--- config.mk ---
export PLATFORM = sky130hd
export DESIGN_NAME = pcbp_queue
export DESIGN_NICKNAME = d
export VERILOG_FILES = /design/src/rtl/pcbp_pkg.sv /design/src/rtl/pcbp_queue.sv
export SDC_FILE = /design/constraint.sdc
export NUM_CORES = 1
export LEC_CHECK = 0
export BUFFER_PORTS_ARGS = -buffer_cell sky130_fd_sc_hd__buf_4
export CAP_MARGIN = 20
export CORE_MARGIN = 3
export CORE_UTILIZATION = 47
export DETAILED_ROUTE_END_ITERATION = 8
export GPL_ROUTABILITY_DRIVEN = 0
export GPL_TIMING_DRIVEN = 0
export PLACE_DENSITY = 0.81
export SLEW_MARGIN = 25
export SYNTH_ARGS = -nofsm -noshare
export SYNTH_HDL_FRONTEND = slang
export SYNTH_SLANG_ARGS = --single-unit
--- constraint.sdc ---
create_clock -name i_clk -period 3.7 [get_ports i_clk]
set_clock_uncertainty 0.1 [all_clocks]
set_input_delay 0.185 -clock i_clk [delete_from_list [all_inputs] [get_ports i_clk]]
set_output_delay 0.185 -clock i_clk [all_outputs]
set_load 0.01 [all_outputs]
--- src/rtl/pcbp_pkg.sv ---
// Shared types and constants for the piecewise cubic Bezier path block.
// Used by the front, queue, back and top-level files; no dependencies.
`timescale 1ns / 1ps
`default_nettype none
package pcbp_pkg;

    // Path geometry
    localparam int SEGMENTS   = 4;
    localparam int NUM_POINTS = 3 * SEGMENTS + 1;
    localparam int SEG_WRAP   = 3 * SEGMENTS;
    localparam int PT_AW      = $clog2(NUM_POINTS);
    localparam int SEG_W      = 4;

    // Number formats
    localparam int COORD_BITS      = 16;
    localparam int PARAM_FRAC_BITS = 16;
    localparam int STEP_W          = 17;
    localparam int POINT_W         = 3 * COORD_BITS;

    // Widths of the weight and sum datapath
    localparam int WGT_W  = PARAM_FRAC_BITS + 1;
    localparam int PROD_W = 2 * WGT_W;
    localparam int TERM_W = WGT_W + 1 + COORD_BITS;
    localparam int ACC_W  = TERM_W + 2;

    localparam logic [WGT_W-1:0]  PARAM_ONE  = WGT_W'(64'd1 << PARAM_FRAC_BITS);
    localparam logic [PROD_W-1:0] PROD_HALF  = PROD_W'(64'd1 << (PARAM_FRAC_BITS - 1));
    localparam logic signed [ACC_W-1:0] ACC_HALF =
        ACC_W'(64'd1 << (PARAM_FRAC_BITS - 1));
    localparam logic signed [ACC_W-1:0] ACC_CMAX =
        ACC_W'((64'd1 << (COORD_BITS - 1)) - 64'd1);
    localparam logic signed [ACC_W-1:0] ACC_CMIN = -ACC_CMAX - ACC_W'(1);

    // alpha_step reset: 0.02 rounded to nearest
    localparam logic [STEP_W-1:0] ALPHA_STEP_RESET =
        STEP_W'(((64'd1 << PARAM_FRAC_BITS) * 64'd2 + 64'd50) / 64'd100);

    // Input action codes, reused as command kinds
    localparam logic ACT_TICK = 1'b0;
    localparam logic ACT_LOAD = 1'b1;

    // Queue between front and back
    localparam int QUEUE_DEPTH = 2;

    typedef struct packed {
        logic                       kind;
        logic [PT_AW-1:0]           index;
        logic [PARAM_FRAC_BITS-1:0] param;
        logic [SEG_W-1:0]           seg;
        logic [POINT_W-1:0]         point;   // {z, y, x}
    } t_cmd;

endpackage
`default_nettype wire

--- src/rtl/pcbp_queue.sv ---
// Short command queue between front and back, built from flip-flops.
// Uses pcbp_pkg for the command type and depth.
`timescale 1ns / 1ps
`default_nettype none
module pcbp_queue (
    input  wire logic            i_clk,
    input  wire logic            i_rst_n,
    input  wire logic            i_push,
    input  wire pcbp_pkg::t_cmd  i_cmd,
    output logic                 o_full,
    input  wire logic            i_pop,
    output logic                 o_valid,
    output pcbp_pkg::t_cmd       o_cmd
);

    localparam int QAW = $clog2(pcbp_pkg::QUEUE_DEPTH);
    localparam int QCW = $clog2(pcbp_pkg::QUEUE_DEPTH + 1);

    pcbp_pkg::t_cmd r_mem [pcbp_pkg::QUEUE_DEPTH];
    logic [QAW-1:0] r_wp;
    logic [QAW-1:0] r_rp;
    logic [QCW-1:0] r_cnt;
    logic           do_push;
    logic           do_pop;

    assign o_full  = (r_cnt == QCW'(pcbp_pkg::QUEUE_DEPTH));
    assign o_valid = (r_cnt != '0);
    assign o_cmd   = r_mem[r_rp];
    assign do_push = i_push && !o_full;
    assign do_pop  = i_pop && o_valid;

    // storage
    always_ff @(posedge i_clk) begin
        if (do_push) begin
            r_mem[r_wp] <= i_cmd;
        end
    end

    // pointers and fill count
    always_ff @(posedge i_clk) begin
        if (!i_rst_n) begin
            r_wp  <= '0;
            r_rp  <= '0;
            r_cnt <= '0;
        end else begin
            if (do_push) begin
                r_wp <= (r_wp == QAW'(pcbp_pkg::QUEUE_DEPTH - 1)) ? '0 : r_wp + QAW'(1);
            end
            if (do_pop) begin
                r_rp <= (r_rp == QAW'(pcbp_pkg::QUEUE_DEPTH - 1)) ? '0 : r_rp + QAW'(1);
            end
            if (do_push && !do_pop) begin
                r_cnt <= r_cnt + QCW'(1);
            end else if (do_pop && !do_push) begin
                r_cnt <= r_cnt - QCW'(1);
            end
        end
    end

endmodule
`default_nettype wire

* Word level (Yosys, flattened, before mapping) *
Memory sizes are Yosys's and may differ from the RTL's. A register that Yosys moved wholly into a read port is not among the register bits.
Index checks and enable logic that the tools add are counted.

operators by class
  reductions and logical operators = 9
  equality and inequality tests = 1
  $add $sub $neg = 4
  mux-type cells = 8

operators with widths
  cell                                              count
  two-way mux 1 bit                                 6
  logical AND 1 bit                                 4
  two-way mux 2 bit                                 2
  nonzero test 2 bit                                2
  logical NOT 1 bit                                 3
  adder 1 bit, second input constant                2
  adder 2 x 1 -> 2 bit, second input constant       1
  equality test 2 bit, second input constant        1
  subtractor 2 x 1 -> 2 bit, second input constant  1

storage, ports and cells
  output and inout bits = 75
  bits in writable memories = 146
  flip-flop bits (word level) = 4
  memories = 1
  input port bits = 77
  logic and storage cells = 26

memories
  memory  words  width  read ports  clocked after memory_dff  wr ports  RTL line          source
  r_mem   2      73     1           1                         1         pcbp_queue.sv:19  pcbp_pkg::t_cmd r_mem [pcbp_pkg::QUEUE_DEPTH];

* Depth between registers and ports, before layout *
  depth in word-level cells = 7
  depth in mapped cells = 7
  mapped depth without buffers = 7

* Worst setup path after synthesis *
Ideal clock, no wire load.

  path type = register to register
  start = register r_cnt[0]
  end = memory r_mem[0][0] in the netlist's numbering (enable)
  library setup time = 0.493 ns
  path buffers = 0
  arrival = 3.422 ns
  required time = 3.107 ns
  clock period less this slack = 4.015 ns
  stages on the path, launching flop included = 4
  slack = -0.315 ns
  path through = dfxtp_1 nand2b_1 inv_2 nor3_2

between the ends
  word-level cells in the longest chain between the ends = 5

ends and longest elaborated chain
  what                                     RTL line          source
  start: declaration                       pcbp_queue.sv:22  logic [QCW-1:0] r_cnt;
  start signal: assignment                 pcbp_queue.sv:53  r_cnt <= r_cnt + QCW'(1);
  start signal: assignment                 pcbp_queue.sv:55  r_cnt <= r_cnt - QCW'(1);
  equality test 2 bit                      pcbp_queue.sv:26  assign o_full = (r_cnt == QCW'(pcbp_pkg::QUEUE_DEPTH));
  via o_full                               pcbp_queue.sv:10  output logic o_full,
  logical NOT 1 bit                        pcbp_queue.sv:29  assign do_push = i_push && !o_full;
  logical AND 1 bit                        pcbp_queue.sv:29
  two-way mux 1 bit                        pcbp_queue.sv:34  if (do_push) begin
  two-way mux 1 bit (implied by the code)  pcbp_queue.sv:35  r_mem[r_wp] <= i_cmd;
  end: declaration                         pcbp_queue.sv:19

The timed path passes the listed nets, and every way through them passes these cells.

* Worst setup path after layout *
  start = register r_cnt[0]
  end = memory r_mem[0][20] in the netlist's numbering (enable)

between the ends
  word-level cells in the longest chain between the ends = 5

ends and longest elaborated chain
  what                                     RTL line
  equality test 2 bit                      pcbp_queue.sv:26
  logical NOT 1 bit                        pcbp_queue.sv:29
  logical AND 1 bit                        pcbp_queue.sv:29
  two-way mux 1 bit                        pcbp_queue.sv:34
  two-way mux 1 bit (implied by the code)  pcbp_queue.sv:35

Every way passes these cells.

==> flow_metrics.env <==
export IMPL_synth_compound_area_share_pct=0.5914
export IMPL_power_share_sequential_pct=42.0
export IMPL_first_global_vias=3442
export IMPL_io_pin_count=152
export IMPL_p_switching_w=0.001385
export IMPL_final_core_utilization_pct=73.74
export IMPL_path_buf_inv=4
export IMPL_pwr_share_comb_pct=28.2
export IMPL_final_layout_size_suffix_gt1_share_pct=52.52
export IMPL_timing_worst_setup_path_type="reg2reg"
export IMPL_number_of_synthesized_flops_with_an_enable_pin=146
export IMPL_nNetsFinal=581
export IMPL_sequential_fraction_of_the_synthesis_area_pct=81.53
export IMPL_synth_area_mux_share_pct=14.95
export IMPL_placeableCoreArea_um2=11130
export IMPL_antenna_found_initial=0
export IMPL_remaining_antenna_violation_count=0
export IMPL_setup_viol=0
export IMPL_grt_max_degree=48
export IMPL_first_iter_violations=105
export IMPL_powerDensity_nw_per_um2=642.1
export IMPL_synthesized_instance_count=252
export IMPL_synth_cell_types=22
export IMPL_numClockSinks=151
export IMPL_detail_route_drc_violations=0
export IMPL_row_count=38
export IMPL_ir_drop_mv=0.3809
export IMPL_ys_seq_elements=151
export IMPL_flow_area_growth_from_synthesis_pct=49.16
export IMPL_cts_post_setup_buffers_inserted=0
export IMPL_synthesis_area_per_instance_um2=21.83
export IMPL_cp_max_fo=14
export IMPL_initial_utilization_pct=49.44
export IMPL_wire_per_inst_um=17.21
export IMPL_cts_buffers=17
export IMPL_cp_start_kind="register"
export IMPL_post_place_cells=550
export IMPL_hold_violations=0
export IMPL_chipHeight_um=114.2
export IMPL_synth_top_area_cell="sky130_fd_sc_hd__edfxtp_1"
export IMPL_postSynth_asyncResetShare_pct=0
export IMPL_cell_internal_pwr_w=0.003883
export IMPL_post_synth_xor_area_fraction_pct=0.4777
export IMPL_clock_tree_buffer_depth=2
export IMPL_clk_lat_worst_skew_ns=0.41
export IMPL_most_used_cell_cp="sky130_fd_sc_hd__buf_6"
export IMPL_syn_nets=330
export IMPL_critPathCaptureType="register"
export IMPL_netlist_top_cells_count="sky130_fd_sc_hd__edfxtp_1, sky130_fd_sc_hd__mux2_2, sky130_fd_sc_hd__buf_4, sky130_fd_sc_hd__dfxtp_1, sky130_fd_sc_hd__and2_1"
export IMPL_grt_remaining_overflow=0
export IMPL_final_critical_period_ns=2.163
export IMPL_totalWireLength_mm=11.29
export IMPL_dpl_hpwl_mm=7.024
export IMPL_worst_ep_required_time_ns=3.72
export IMPL_area_fraction_in_and_or_nand_and_nor_cells_after_synthesis_pct=1.046
export IMPL_path_cells="nand2b_1 > inv_2 > nor3_4 > buf_8 > buf_6 > buf_6"
export IMPL_finalPower_w=0.005268
export IMPL_drv_max_cap_violation_count=0
export IMPL_cts_resized_gates=0
export IMPL_placement_io_buffers=151
export IMPL_sw_frac_of_total_pct=26.29
export IMPL_via_per_inst=4.832
export IMPL_chipWidth_um=114.2
export IMPL_antenna_cells_inserted=0
export IMPL_unrepaired_setup_endpoints_after_global_routing="no"
export IMPL_synth_largest_type_area_fraction_pct=79.71
export IMPL_outcome="finished, final reports clean"
export IMPL_synth_yosys_warnings=0
export IMPL_cts_tree="yes"
export IMPL_finalMaxSlewViolations=0
export IMPL_timing_final_crit_share_pct=58.47
export IMPL_clk_transition_reported_paths_ns=0.06
export IMPL_detailed_place_area_um2=6923
export IMPL_grt_total_usage_pct=18.05
export IMPL_synth_area_top_cells="sky130_fd_sc_hd__edfxtp_1, sky130_fd_sc_hd__mux2_2, sky130_fd_sc_hd__dfxtp_1"
export IMPL_worst_path_max_delay_cell="sky130_fd_sc_hd__dfxtp_1"
export IMPL_grt_first_pass_wirelength_mm=17.71
export IMPL_worstHoldPathType="in2reg"
export IMPL_crit_family="buffers and inverters"
export IMPL_cts_max_level=4
export IMPL_slew_limit_headroom_pct=53.63
export IMPL_post_synth_fa_ha_maj_area_fraction_pct=0.2275
export IMPL_cpPeakStageDelay_ns=0.43
export IMPL_dieArea_um2=13040
export IMPL_stdcell_area_um2=8204
export IMPL_worst_ep_arrival_time_ns=2.18
export IMPL_yosys_most_used_dff="sky130_fd_sc_hd__edfxtp_1"
export IMPL_final_instance_count_excl_fill=656
export IMPL_cts_root_buffer_cell="sky130_fd_sc_hd__clkbuf_16"
export IMPL_part_of_the_total_power_dissipated_in_the_clock_network_pct=29.8
export IMPL_post_synth_instance_area_um2=5500
export IMPL_detailedRoute_firstPassIterationCount=4
export IMPL_num_vias=3170
export IMPL_synth_most_common_cell="sky130_fd_sc_hd__edfxtp_1"
export IMPL_synth_top_family_by_area="multiplexers"
export IMPL_fmaxAchievable_mhz=462.2
export IMPL_timing_worst_slew_pin_value_ns=0.6955
export IMPL_leak_pwr_nw=3.111
power groups by stage:
stage               combinational (W)  clock, W  sequential (W)
finish                        0.00149   0.00157         0.00221
global route                  0.00160   0.00169         0.00223
CTS                           0.00151   0.00160         0.00221
detailed placement            0.00144         0         0.00225
global placement              0.00135         0         0.00225
floorplan                    0.000759         0         0.00224
cell usage in the layout, fill, tap and decap left out, types with 2 or more instances in the layout:
master and instances:
sky130_fd_sc_hd__xnor2_1 2, sky130_fd_sc_hd__clkbuf_16 17, sky130_fd_sc_hd__clkbuf_1 3, sky130_fd_sc_hd__buf_4 158, sky130_fd_sc_hd__clkinvlp_4 5, sky130_fd_sc_hd__clkinv_2 3, sky130_fd_sc_hd__mux2_2 73, sky130_fd_sc_hd__buf_6 2
sky130_fd_sc_hd__and2_1 3, sky130_fd_sc_hd__buf_8 4, sky130_fd_sc_hd__edfxtp_1 146, sky130_fd_sc_hd__dlygate4sd3_1 74, sky130_fd_sc_hd__dfxtp_1 5
routing by layer:
metal | vias to the layer above | part of all wire, % | track usage, %
li1 | 1499 | - | -
met1 | 1539 | 39 | 20.04
met3 | 15 | 7.1 | 6.237
met5 | - | 0 | 0
met2 | 117 | 53 | 31.93
met4 | 0 | 1.6 | 6.888
worst paths after layout:
path	startpoint	cells after the start	endpoint	slack, ns
max	r_cnt[0]	6	r_mem[0][20]	1.54
min	i_push	3	r_wp	0.07
max reg2reg	r_cnt[0]	6	r_mem[0][20]	1.54
min reg2reg	r_cnt[1]	2	r_cnt[1]	0.45
through the flow:
stage / setup WS [ns] / setup TNS (ns) / hold WS, ns
2_1_floorplan: 0.8143 / 0 / 0.1839
3_3_place_gp: -0.09489 / -10.69 / 0.2696
3_5_place_dp: 1.521 / 0 / 0.2725
4_1_cts: 1.526 / 0 / 0.04094
5_1_grt: 1.383 / 0 / 0.04995
6_report: 1.537 / 0 / 0.07232
layout make-up:
cell class	count	area (um2)
timing repair buffer	232	1977
buffer	8	57.56
clock inverter	12	103.9
inverter	2	7.507
multi-input combinational	91	962.2
clock buffer	20	436.7
sequential	151	4484
tap	140	175.2
fill	663	2922
timing repair:
| item | in CTS | in global routing |
|---|---|---|
| hold buffers | 74 | 0 |
| hold endpoints to repair | 151 | 0 |
| setup endpoints to repair | 0 | 0 |
flip-flops by register name (all words and copies together) (netlist names), named ones only:
| signal | cells |
|---|---|
| r_rp | 1 |
| r_wp | 1 |
| r_cnt | 2 |
| r_mem | 146 |
cell families (layout without fill, tap and decap cells):
kind of cell | after synthesis | in the layout
AOI/OAI and AO/OA | 5 | 5
xor gates and xnor gates | 3 | 3
adders and majority gates | 1 | 1
buffers and inverters | 10 | 274
DFF | 151 | 151
muxes | 73 | 73
and+or+nand+nor | 9 | 9
worst min-delay path, delay by kind of cell:
kind                   cells  cell delay (ns)
buffers and inverters      1             0.09
AO/OA/AOI/OAI              2             0.26
Note: power is estimated with default switching activity, not from simulation.
