===== src/rtl/pcbp_pkg.sv =====
// Shared types and constants for the piecewise cubic Bezier path block.
// Used by the front, queue, back and top-level files; no dependencies.
`timescale 1ns / 1ps
`default_nettype none
package pcbp_pkg;

    // Path geometry
    localparam int SEGMENTS   = 4;
    localparam int NUM_POINTS = 3 * SEGMENTS + 1;
    localparam int SEG_WRAP   = 3 * SEGMENTS;
    localparam int PT_AW      = $clog2(NUM_POINTS);
    localparam int SEG_W      = 4;

    // Number formats
    localparam int COORD_BITS      = 16;
    localparam int PARAM_FRAC_BITS = 16;
    localparam int STEP_W          = 17;
    localparam int POINT_W         = 3 * COORD_BITS;

    // Widths of the weight and sum datapath
    localparam int WGT_W  = PARAM_FRAC_BITS + 1;
    localparam int PROD_W = 2 * WGT_W;
    localparam int TERM_W = WGT_W + 1 + COORD_BITS;
    localparam int ACC_W  = TERM_W + 2;

    localparam logic [WGT_W-1:0]  PARAM_ONE  = WGT_W'(64'd1 << PARAM_FRAC_BITS);
    localparam logic [PROD_W-1:0] PROD_HALF  = PROD_W'(64'd1 << (PARAM_FRAC_BITS - 1));
    localparam logic signed [ACC_W-1:0] ACC_HALF =
        ACC_W'(64'd1 << (PARAM_FRAC_BITS - 1));
    localparam logic signed [ACC_W-1:0] ACC_CMAX =
        ACC_W'((64'd1 << (COORD_BITS - 1)) - 64'd1);
    localparam logic signed [ACC_W-1:0] ACC_CMIN = -ACC_CMAX - ACC_W'(1);

    // alpha_step reset: 0.02 rounded to nearest
    localparam logic [STEP_W-1:0] ALPHA_STEP_RESET =
        STEP_W'(((64'd1 << PARAM_FRAC_BITS) * 64'd2 + 64'd50) / 64'd100);

    // Input action codes, reused as command kinds
    localparam logic ACT_TICK = 1'b0;
    localparam logic ACT_LOAD = 1'b1;

    // Queue between front and back
    localparam int QUEUE_DEPTH = 2;

    typedef struct packed {
        logic                       kind;
        logic [PT_AW-1:0]           index;
        logic [PARAM_FRAC_BITS-1:0] param;
        logic [SEG_W-1:0]           seg;
        logic [POINT_W-1:0]         point;   // {z, y, x}
    } t_cmd;

endpackage
`default_nettype wire


===== src/rtl/pcbp_front.sv =====
// Front end: takes input beats and the alpha_step register, drops loads to
// absent slots, advances curve parameter and segment per tick. Uses pcbp_pkg.
`timescale 1ns / 1ps
`default_nettype none
module pcbp_front (
    input  wire logic                           i_clk,
    input  wire logic                           i_rst_n,
    // configuration
    input  wire logic                           i_cfg_valid,
    input  wire logic [pcbp_pkg::STEP_W-1:0]    i_cfg_data,
    // input item
    input  wire logic                           i_valid,
    input  wire logic                           i_action,
    input  wire logic [3:0]                     i_point_index,
    input  wire logic [pcbp_pkg::POINT_W-1:0]   i_point,
    output logic                                o_ready,
    // queue push side
    input  wire logic                           i_q_full,
    output logic                                o_push,
    output pcbp_pkg::t_cmd                      o_cmd
);

    logic [pcbp_pkg::STEP_W-1:0]          r_alpha;
    logic [pcbp_pkg::PARAM_FRAC_BITS-1:0] r_param;
    logic [pcbp_pkg::SEG_W-1:0]           r_seg;

    logic                                 accept;
    logic                                 tick;
    logic                                 in_range;
    logic [pcbp_pkg::STEP_W:0]            param_sum;
    logic [pcbp_pkg::SEG_W:0]             seg_sum;

    assign o_ready  = !i_q_full;
    assign accept   = i_valid && o_ready;
    assign tick     = (i_action == pcbp_pkg::ACT_TICK);
    assign in_range = ({1'b0, i_point_index} < 5'(pcbp_pkg::NUM_POINTS));

    // ticks always go on; loads only when the slot exists
    assign o_push = accept && (tick || in_range);

    always_comb begin
        o_cmd.kind  = i_action;
        o_cmd.index = i_point_index[pcbp_pkg::PT_AW-1:0];
        o_cmd.param = r_param;
        o_cmd.seg   = r_seg;
        o_cmd.point = i_point;
    end

    // next parameter and segment start
    assign param_sum = {2'b00, r_param} + {1'b0, r_alpha};
    assign seg_sum   = {1'b0, r_seg} + (pcbp_pkg::SEG_W + 1)'(3);

    always_ff @(posedge i_clk) begin
        if (!i_rst_n) begin
            r_alpha <= pcbp_pkg::ALPHA_STEP_RESET;
            r_param <= '0;
            r_seg   <= '0;
        end else begin
            if (i_cfg_valid) begin
                r_alpha <= i_cfg_data;
            end
            if (accept && tick) begin
                if (param_sum >= (pcbp_pkg::STEP_W + 1)'(pcbp_pkg::PARAM_ONE)) begin
                    r_param <= '0;
                    if (seg_sum >= (pcbp_pkg::SEG_W + 1)'(pcbp_pkg::SEG_WRAP)) begin
                        r_seg <= pcbp_pkg::SEG_W'(seg_sum
                                 - (pcbp_pkg::SEG_W + 1)'(pcbp_pkg::SEG_WRAP));
                    end else begin
                        r_seg <= seg_sum[pcbp_pkg::SEG_W-1:0];
                    end
                end else begin
                    r_param <= param_sum[pcbp_pkg::PARAM_FRAC_BITS-1:0];
                end
            end
        end
    end

endmodule
`default_nettype wire


===== config.mk =====
export PLATFORM = sky130hd
export DESIGN_NAME = pcbp_front
export DESIGN_NICKNAME = d
export VERILOG_FILES = /design/src/rtl/pcbp_pkg.sv /design/src/rtl/pcbp_front.sv
export SDC_FILE = /design/constraint.sdc
export NUM_CORES = 1
export LEC_CHECK = 0
export BUFFER_PORTS_ARGS = -buffer_cell sky130_fd_sc_hd__buf_2
export CORE_MARGIN = 2
export CORE_UTILIZATION = 40
export DETAILED_ROUTE_END_ITERATION = 12
export HOLD_SLACK_MARGIN = 0.05
export PLACE_DENSITY = 0.76
export SLEW_MARGIN = 20
export SYNTH_ARGS = -nofsm -noshare
export SYNTH_HDL_FRONTEND = slang
export SYNTH_SLANG_ARGS = --single-unit

===== constraint.sdc =====
create_clock -name i_clk -period 5.6 [get_ports i_clk]
set_input_delay 0.84 -clock i_clk [delete_from_list [all_inputs] [get_ports i_clk]]
set_output_delay 0.84 -clock i_clk [all_outputs]
set_load 0.005 [all_outputs]

## After elaboration in Yosys (flattened, before gate mapping)

Cells that the tools add are included.

| storage, ports and cells | value |
|---|---|
| bits of input ports | 75 |
| output and inout bits | 75 |
| register bits | 37 |
| word-level logic and storage cells | 18 |

| cells by class | value |
|---|---|
| order comparisons | 3 |
| multiplexer cells | 2 |
| bitwise operators | 1 |
| reduce and logical (&&, ||, !) cells | 6 |
| $add $sub $neg | 3 |

Operators with widths:

| cell | count |
|---|---|
| $add 16x17->18 | 1 |
| $ge 18x17->1 const B | 1 |
| $mux 16 | 1 |
| $add 4x2->5 const B | 1 |
| $ge 5x4->1 const B | 1 |
| $lt 4x4->1 const B | 1 |
| $mux 4 | 1 |
| $sub 4x4->4 const B | 1 |
| $logic_and 1x1->1 | 3 |
| $reduce_and 2->1 | 1 |
| $logic_not 1->1 | 1 |
| $logic_or 1x1->1 | 1 |
| $not 1->1 | 1 |

## Depth between registers and ports, before layout

Gate-level depths: netlist of run 1.

| depth | value |
|---|---|
| depth after elaboration | 4 |
| depth in mapped cells | 11 |
| gate-level depth less buffers | 10 |

## Worst setup path before layout of run 1

OpenSTA, ideal clock, no wires.

| path | value |
|---|---|
| path kind | flip-flop to flip-flop |
| start point | register r_param[0] (netlist name) |
| end point | register r_param[10] (netlist name) |
| arrival time | 2358 ps |
| library setup time | 85 ps |
| cell stages (with the launch flop) | 12 |
| path slack | 3157 ps |
| cell sequence | dfxtp_1 ha_1 inv_1 fa_1 nand2b_1 a21oi_1 o211ai_2 o21ai_2 mux2i_4 nand2_2 buf_6 o31ai_2 |

| between the ends | value |
|---|---|
| longest elaborated chain between the ends | 3 |

RTL lines:

| what | RTL line | source |
|---|---|---|
| start, declared | pcbp_front.sv:24 | `logic [pcbp_pkg::PARAM_FRAC_BITS-1:0] r_param;` |
| start signal, assigned | pcbp_front.sv:72 | `r_param <= param_sum[pcbp_pkg::PARAM_FRAC_BITS-1:0];` |
| $add 16x17->18 (*) | pcbp_front.sv:50 | `assign param_sum = {2'b00, r_param} + {1'b0, r_alpha};` |
| $ge 18x17->1 | pcbp_front.sv:63 | `if (param_sum >= (pcbp_pkg::STEP_W + 1)'(pcbp_pkg::PARAM_ONE)) begin` |
| $mux 16 (*) | pcbp_front.sv:63 |  |

Every way passes the cells marked *; elsewhere a longest branch is shown, timed or not.
A chain may end at the register's enable or synchronous reset.

## Worst setup path after layout of run 1

| path | value |
|---|---|
| start point | register r_param[0] (netlist name) |
| end point | register r_param[3] (netlist name) |

Same word-level chain as after synthesis.

==> qor.txt, run 1 <==
Post-synth EDFFs - 0
outcome - completed
FF+latch count, synth - 37
quantity of I/O buffers inserted on ports - 53
Hold Violations, Final - 0
complex-gate fraction of the synthesized area - 22.1%
crit start category - register
Synth warnings - 0
setup bufs post-CTS - 0
Worst-Margin Slew - 0.992 ns
CTS Root Cell - clkbuf_8
launch point of the worst hold path - r_param[0]
CTS Sinks - 37
worst min path class - register to register
critical path peak fanout - 13
Final Max Slew Viols - 0
WS Path Type - register to register
hold depth - 2
DR vias - 2185
initial antenna violation count - 0
largest family of logic cells by synthesized area - compound AO/OA/AOI/OAI gates
multiplexer share of the synthesized area - 6.47%
Hold Buf Count CTS - 0
synthesized area - 2820 sq um
area grow syn2layout - -0.842%
worst-case clock buffer depth - 2
Core Rows - 30
post-synthesis adder-cell area fraction - 9.13%
DP Wirelength - 4250 microns
Final GP Congestion - 0.953
die span in y - 88.0 microns
worst reg2reg path depth - 10
post-synth cell types - 50
global route overflow - 0
gr usage total - 15.3%
PwrDens - 204 nW/um^2
vias per inst - 5.30
vias in the first global route - 2056
Post-Route WL - 5710 microns
Setup crit end - r_param[3]
syn nets - 423
Floorplan Core Area - 6790 sq um
CP arrival - 3.17 ns
R2R Path Start - r_param[0]
total of max-cap violations - 0
Detail Route Antenna Nets - 0
fin crit share - 53.1%
Final Util - 41.2%
clock latency on the worst-skew pair - 0.30 ns
Die Footprint - 7740 sq um
Reg clk slew, reported paths - 0.07 ns
VDD IR-drop max - 0.0962 mV
DR DRC count - 0
TritonCTS Buffers - 5
CTS tree - yes
Mean Syn Cell Area - 8.61 sq um
skew final - 0.00679 ns
Top-Level Pins - 150
Fmax - 337 MHz
Worst setup EP type - register
Initial DRT Pass Iterations - 4
CP Launch Point - r_param[0]
capturing point of the worst reg2reg path - r_param[3]
internal reg-to-reg setup slack - 2.63 ns
post-CTS resize count - 0
first-pass GRT wire length - 9370 microns
H-tree depth - 2
unrepaired setup endpoints after global routing - false
die width - 88.0 microns
Rel. slew slack - 33.4%
ant diodes - 0
post-route setup TNS - 0 ns
Final nets - 412
cell count after synthesis - 328
layout cell share with drive strength beyond 1 - 25.3%
initial detailed-routing violation count - 102
Layout fillers - 687
fin crit period - 2.97 ns
Main synth FF type - dfxtp_1
largest net degree at the start of global routing - 30
setup violators final - 0
wire per inst - 13.9 microns
area share of xor/xnor cells in the synthesized design - 4.65%
LEAKAGE - 1.25 nW
sequential area share after synthesis - 26.2%
Synth async-reset ratio - 0%
Initial Utilization - 41.5%
Worst EP required - 5.80 ns
Synth Area in Simple Gates - 12.7%
[kinds of logic (layout without fill, tap and decap cells)]
family	Yosys count	after routing
buffers and inverters	83	71
AOI/OAI and AO/OA	79	79
and+or+nand+nor	77	77
DFF	37	37
adders and majority gates	20	20
muxes	17	17
xor gates and xnor gates	15	15
[final cells by class]
| class | count | area [sq um] | share of cell area [%] |
|---|---|---|---|
| inverter | 12 | 45.0 | 1.61 |
| tap | 96 | 120 | 4.29 |
| clock buffer | 5 | 68.8 | 2.46 |
| clock inverter | 1 | 5.00 | 0.179 |
| timing repair buffer | 53 | 265 | 9.48 |
| multi-input combinational | 208 | 1550 | 55.5 |
| sequential | 37 | 741 | 26.5 |
[Yosys cell counts (all sizes together), types with 2 or more instances]
cell type  number  area (sq um)
xor2            6          52.6
o21ai          13          68.8
o31ai          13           148
or3             2          12.5
nand2          21          81.3
a21oi          21           105
mux2i          17           183
o211ai          7          57.6
nor2           20          75.1
nand2b          6          37.5
a21o            3          22.5
clkbuf         14          56.3
inv            12          45.0
ha             19           238
dfxtp          37           741
xnor2           9          78.8
and3            2          12.5
o41ai           5          51.3
o221ai          3          32.5
a211oi          3          27.5
buf            57           427
nand3          21           105
[layer usage]
| metal | GRT usage (%) | share of wire [%] | vias to the layer above | wire length (microns) |
|---|---|---|---|---|
| li1 | - | - | 1087 | - |
| met1 | 18.7 | 45 | 1010 | 2590 |
| met2 | 25.6 | 46 | 79 | 2630 |
| met3 | 4.43 | 7.3 | 9 | 416 |
| met4 | 5.45 | 1.4 | 0 | 80 |
| met5 | 0 | 0 | - | 0 |
[cell usage in the layout (no fill, tap or decap), types with 2 or more instances in the layout]
master / netlist / routed
xor2_1: 6 / 6
mux2i_1: 16 / 16
nor2_1: 20 / 20
ha_1: 19 / 19
nand2_1: 20 / 20
o41ai_1: 4 / 4
o221ai_1: 2 / 2
o31ai_2: 10 / 10
buf_2: 2 / 53
or3_1: 2 / 2
and3_1: 2 / 2
a21oi_1: 21 / 21
nand2b_1: 6 / 6
nand3_1: 21 / 21
o21ai_0: 12 / 12
o211ai_1: 6 / 6
xnor2_1: 9 / 9
clkbuf_8: 0 / 5
a21o_1: 3 / 3
inv_1: 12 / 11
a211oi_1: 2 / 2
o31ai_1: 3 / 3
dfxtp_1: 37 / 37
[registers in the layout (all words and copies together), names as in the netlist]
signal and flops:
r_alpha 17, r_param 16, r_seg 4
[worst max-delay path, stage by stage, from the launching register on]
cell      delay [ns]
dfxtp_1         0.35
ha_1            0.20
inv_1           0.06
fa_1            0.39
nand2b_1        0.18
a21oi_1         0.20
o211ai_2        0.15
o21ai_2         0.22
mux2i_4         0.46
nand2_2         0.32
o41ai_2         0.33
[report_power, final]
part           internal, mW  switching, mW
clock network        0.0818         0.0923
registers             0.275        0.00823
logic                0.0486         0.0662
total                 0.405          0.167
[how the worst min path moves through the flow]
stage | endpoint | slack [ns]
floorplan | r_alpha[0] | 0.45
global placement | r_alpha[0] | 0.46
detailed placement | r_param[0] | 0.47
CTS | r_param[0] | 0.47
global route | r_param[0] | 0.50
finish | r_param[0] | 0.47
[through the flow]
step	cell area [sq um]	hold WS, ns	std cells	power [mW]	setup slack [ns]
6_report	2800	0.473	412	0.572	2.63
3_5_place_dp	2730	0.465	406	0.404	2.66
4_1_cts	2800	0.473	412	0.580	2.63
2_1_floorplan	2820	0.446	328	0.403	3.16
5_1_grt	2800	0.499	412	0.605	2.46
3_3_place_gp	2730	0.457	406	0.402	2.75
Note: power is estimated with default switching activity, not from simulation.
==> inputs of run 2 (changes only) <==
==> constraint.sdc (replaced) <==
create_clock -name i_clk -period 3 [get_ports i_clk]
set_input_delay 0.45 -clock i_clk [delete_from_list [all_inputs] [get_ports i_clk]]
set_output_delay 0.45 -clock i_clk [all_outputs]
set_load 0.005 [all_outputs]
==> qor.txt, run 2 (synthesis gave the netlist of run 1 again) <==
worst-case clock buffer depth - 2 (unchanged)
PwrDens - 385 nW/um^2 (+88%)
Fmax - 370 MHz (+9.9%)
DR DRC count - 0 (unchanged)
Die Footprint - 7740 sq um (unchanged)
initial antenna violation count - 0 (unchanged)
TritonCTS Buffers - 5 (unchanged)
delay-heaviest family, CP - compound AO/OA/AOI/OAI gates
Detail Route Antenna Nets - 0 (unchanged)
fin crit period - 2.70 ns (-0.267 ns)
die span in y - 88.0 microns (unchanged)
CTS Sinks - 37 (unchanged)
Final nets - 416 (+0.97%)
Worst EP required - 3.21 ns (-2.59 ns)
vias in the first global route - 2017 (-1.9%)
Worst-Margin Slew - 0.555 ns (-0.438 ns)
critical path peak fanout - 12 (-1)
worst path cell trace - ha_1 > inv_1 > fa_1 > nand2b_1 > a21oi_1 > o211ai_2 > o21ai_2 > mux2i_4 > nand2_2 > o41ai_2
Core Rows - 30 (unchanged)
commonest non-fill, non-tap cell in the layout - buf_2
worst min path class - primary input to register
Initial DRT Pass Iterations - 4 (unchanged)
Clk pwr share - 31.8% (+1.4 points)
top register by number of flip-flops - r_alpha
Internal - 767 uW (+89%)
post-CTS resize count - 0 (unchanged)
initial detailed-routing violation count - 132 (+29%)
outcome - completed
Reg clk slew, reported paths - 0.08 ns (about the same)
setup bufs post-CTS - 0 (unchanged)
setup violators final - 0 (unchanged)
CTS tree - yes
CP arrival - 2.92 ns (-0.25 ns)
CTS Root Cell - clkbuf_8
quantity of I/O buffers inserted on ports - 53 (unchanged)
Initial Utilization - 41.5% (unchanged)
clock latency on the worst-skew pair - 0.30 ns (about the same)
largest net degree at the start of global routing - 25 (-17%)
first-pass GRT wire length - 9250 microns (-1.3%)
area grow syn2layout - 0.665%
unrepaired setup endpoints after global routing - false
Final GP Congestion - 0.935 (-1.9%)
WS Path Type - register to register
sw frac - 29.8% (+0.69 points)
die width - 88.0 microns (unchanged)
fin crit share - 90.1% (+37 points)
Final Max Slew Viols - 0 (unchanged)
vias per inst - 5.23 (-1.3%)
ant diodes - 0 (unchanged)
DR vias - 2187 (+0.092%)
Hold Buf Count CTS - 0 (unchanged)
fin area - 2840 sq um (+1.5%)
WP buf/inv - 1 (unchanged)
most frequent cells in the layout - buf_2, dfxtp_1, nand3_1, a21oi_1
max reg flops - 17 (unchanged)
Rel. slew slack - 63.0% (+30 points)
skew final - 0.00653 ns (-0.000255 ns)
gr usage total - 14.9% (-0.33 points)
LEAKAGE - 1.27 nW (+2.1%)
multi-input logic area - 1550 sq um (unchanged)
Sw Pwr - 326 uW (+96%)
Post-Route WL - 5590 microns (-2.1%)
layout cell share with drive strength beyond 1 - 26.7% (+1.4 points)
Top-Level Pins - 150 (unchanged)
Hold Violations, Final - 0 (unchanged)
post-route setup TNS - 0 ns (unchanged)
combinational share of power - 19.9% (-0.2 points)
total of max-cap violations - 0 (unchanged)
Placement Cell Area - 2760 sq um (+1.1%)
Regs by FF count - r_alpha x17, r_param x16, r_seg x4
internal reg-to-reg setup slack - 0.30 ns (-2.33 ns)
Seq pwr share - 48.4% (-1.1 points)
slowest stage delay, CP - 0.39 ns (-0.07 ns)
Floorplan Core Area - 6790 sq um (unchanged)
wire per inst - 13.4 microns (-3.5%)
global route overflow - 0 (unchanged)
crit start category - register
FF/Latch Area - 741 sq um (unchanged)
Layout fillers - 689 (+0.29%)
Worst setup EP type - register
VDD IR-drop max - 0.182 mV (+89%)
H-tree depth - 2 (unchanged)
Slowest-stage cell, CP - fa_1
DP Wirelength - 4260 microns (+0.23%)
[run 2: final cells by class]
type | count | area share, %
sequential | 37 | 26.1
tap | 96 | 4.23
inverter | 12 | 1.59
clock inverter | 3 | 0.616
multi-input combinational | 208 | 54.7
clock buffer | 5 | 2.42
timing repair buffer | 57 | 10.4
[run 2: per-stage QoR]
stage          hold slack, ns  worst slack, ns  instances  utilization [%]  power, mW
3_3_place_gp            0.458            0.403        410             40.6      0.753
3_5_place_dp            0.463            0.299        410             40.6      0.759
2_1_floorplan           0.446            0.557        328                -      0.753
5_1_grt                 0.365           0.0870        418             41.8       1.16
6_report                0.362            0.296        418             41.8       1.09
4_1_cts                 0.354            0.282        418             41.8       1.11
[run 2: power groups by stage]
stage / Clock, mW / Sequential, mW / Combinational [mW]
after floorplan: 0 / 0.537 / 0.216
after global placement: 0 / 0.539 / 0.214
after detailed placement: 0 / 0.540 / 0.218
after CTS: 0.361 / 0.529 / 0.219
after global routing: 0.383 / 0.532 / 0.244
final: 0.347 / 0.529 / 0.217
[run 2: final timing paths]
path | startpoint | cells after the start | end
worst max-delay path | r_param[0] | 10 | r_param[3]
worst max register to register | r_param[0] | 10 | r_param[3]
worst min register to register | r_param[0] | 2 | r_param[0]
worst min-delay path | i_cfg_data[2] | 3 | r_alpha[2]
[run 2: worst min-delay path, stage by stage]
cell	delay (ns)
buf_2	0.08
mux2i_1	0.05
nand2_1	0.06
[run 2: metal layers]
layer	GRT usage [%]	share of wire, %
met2	24.2	47
met4	6.29	1.9
met3	4.43	6.8
met5	0	0
met1	18.5	44
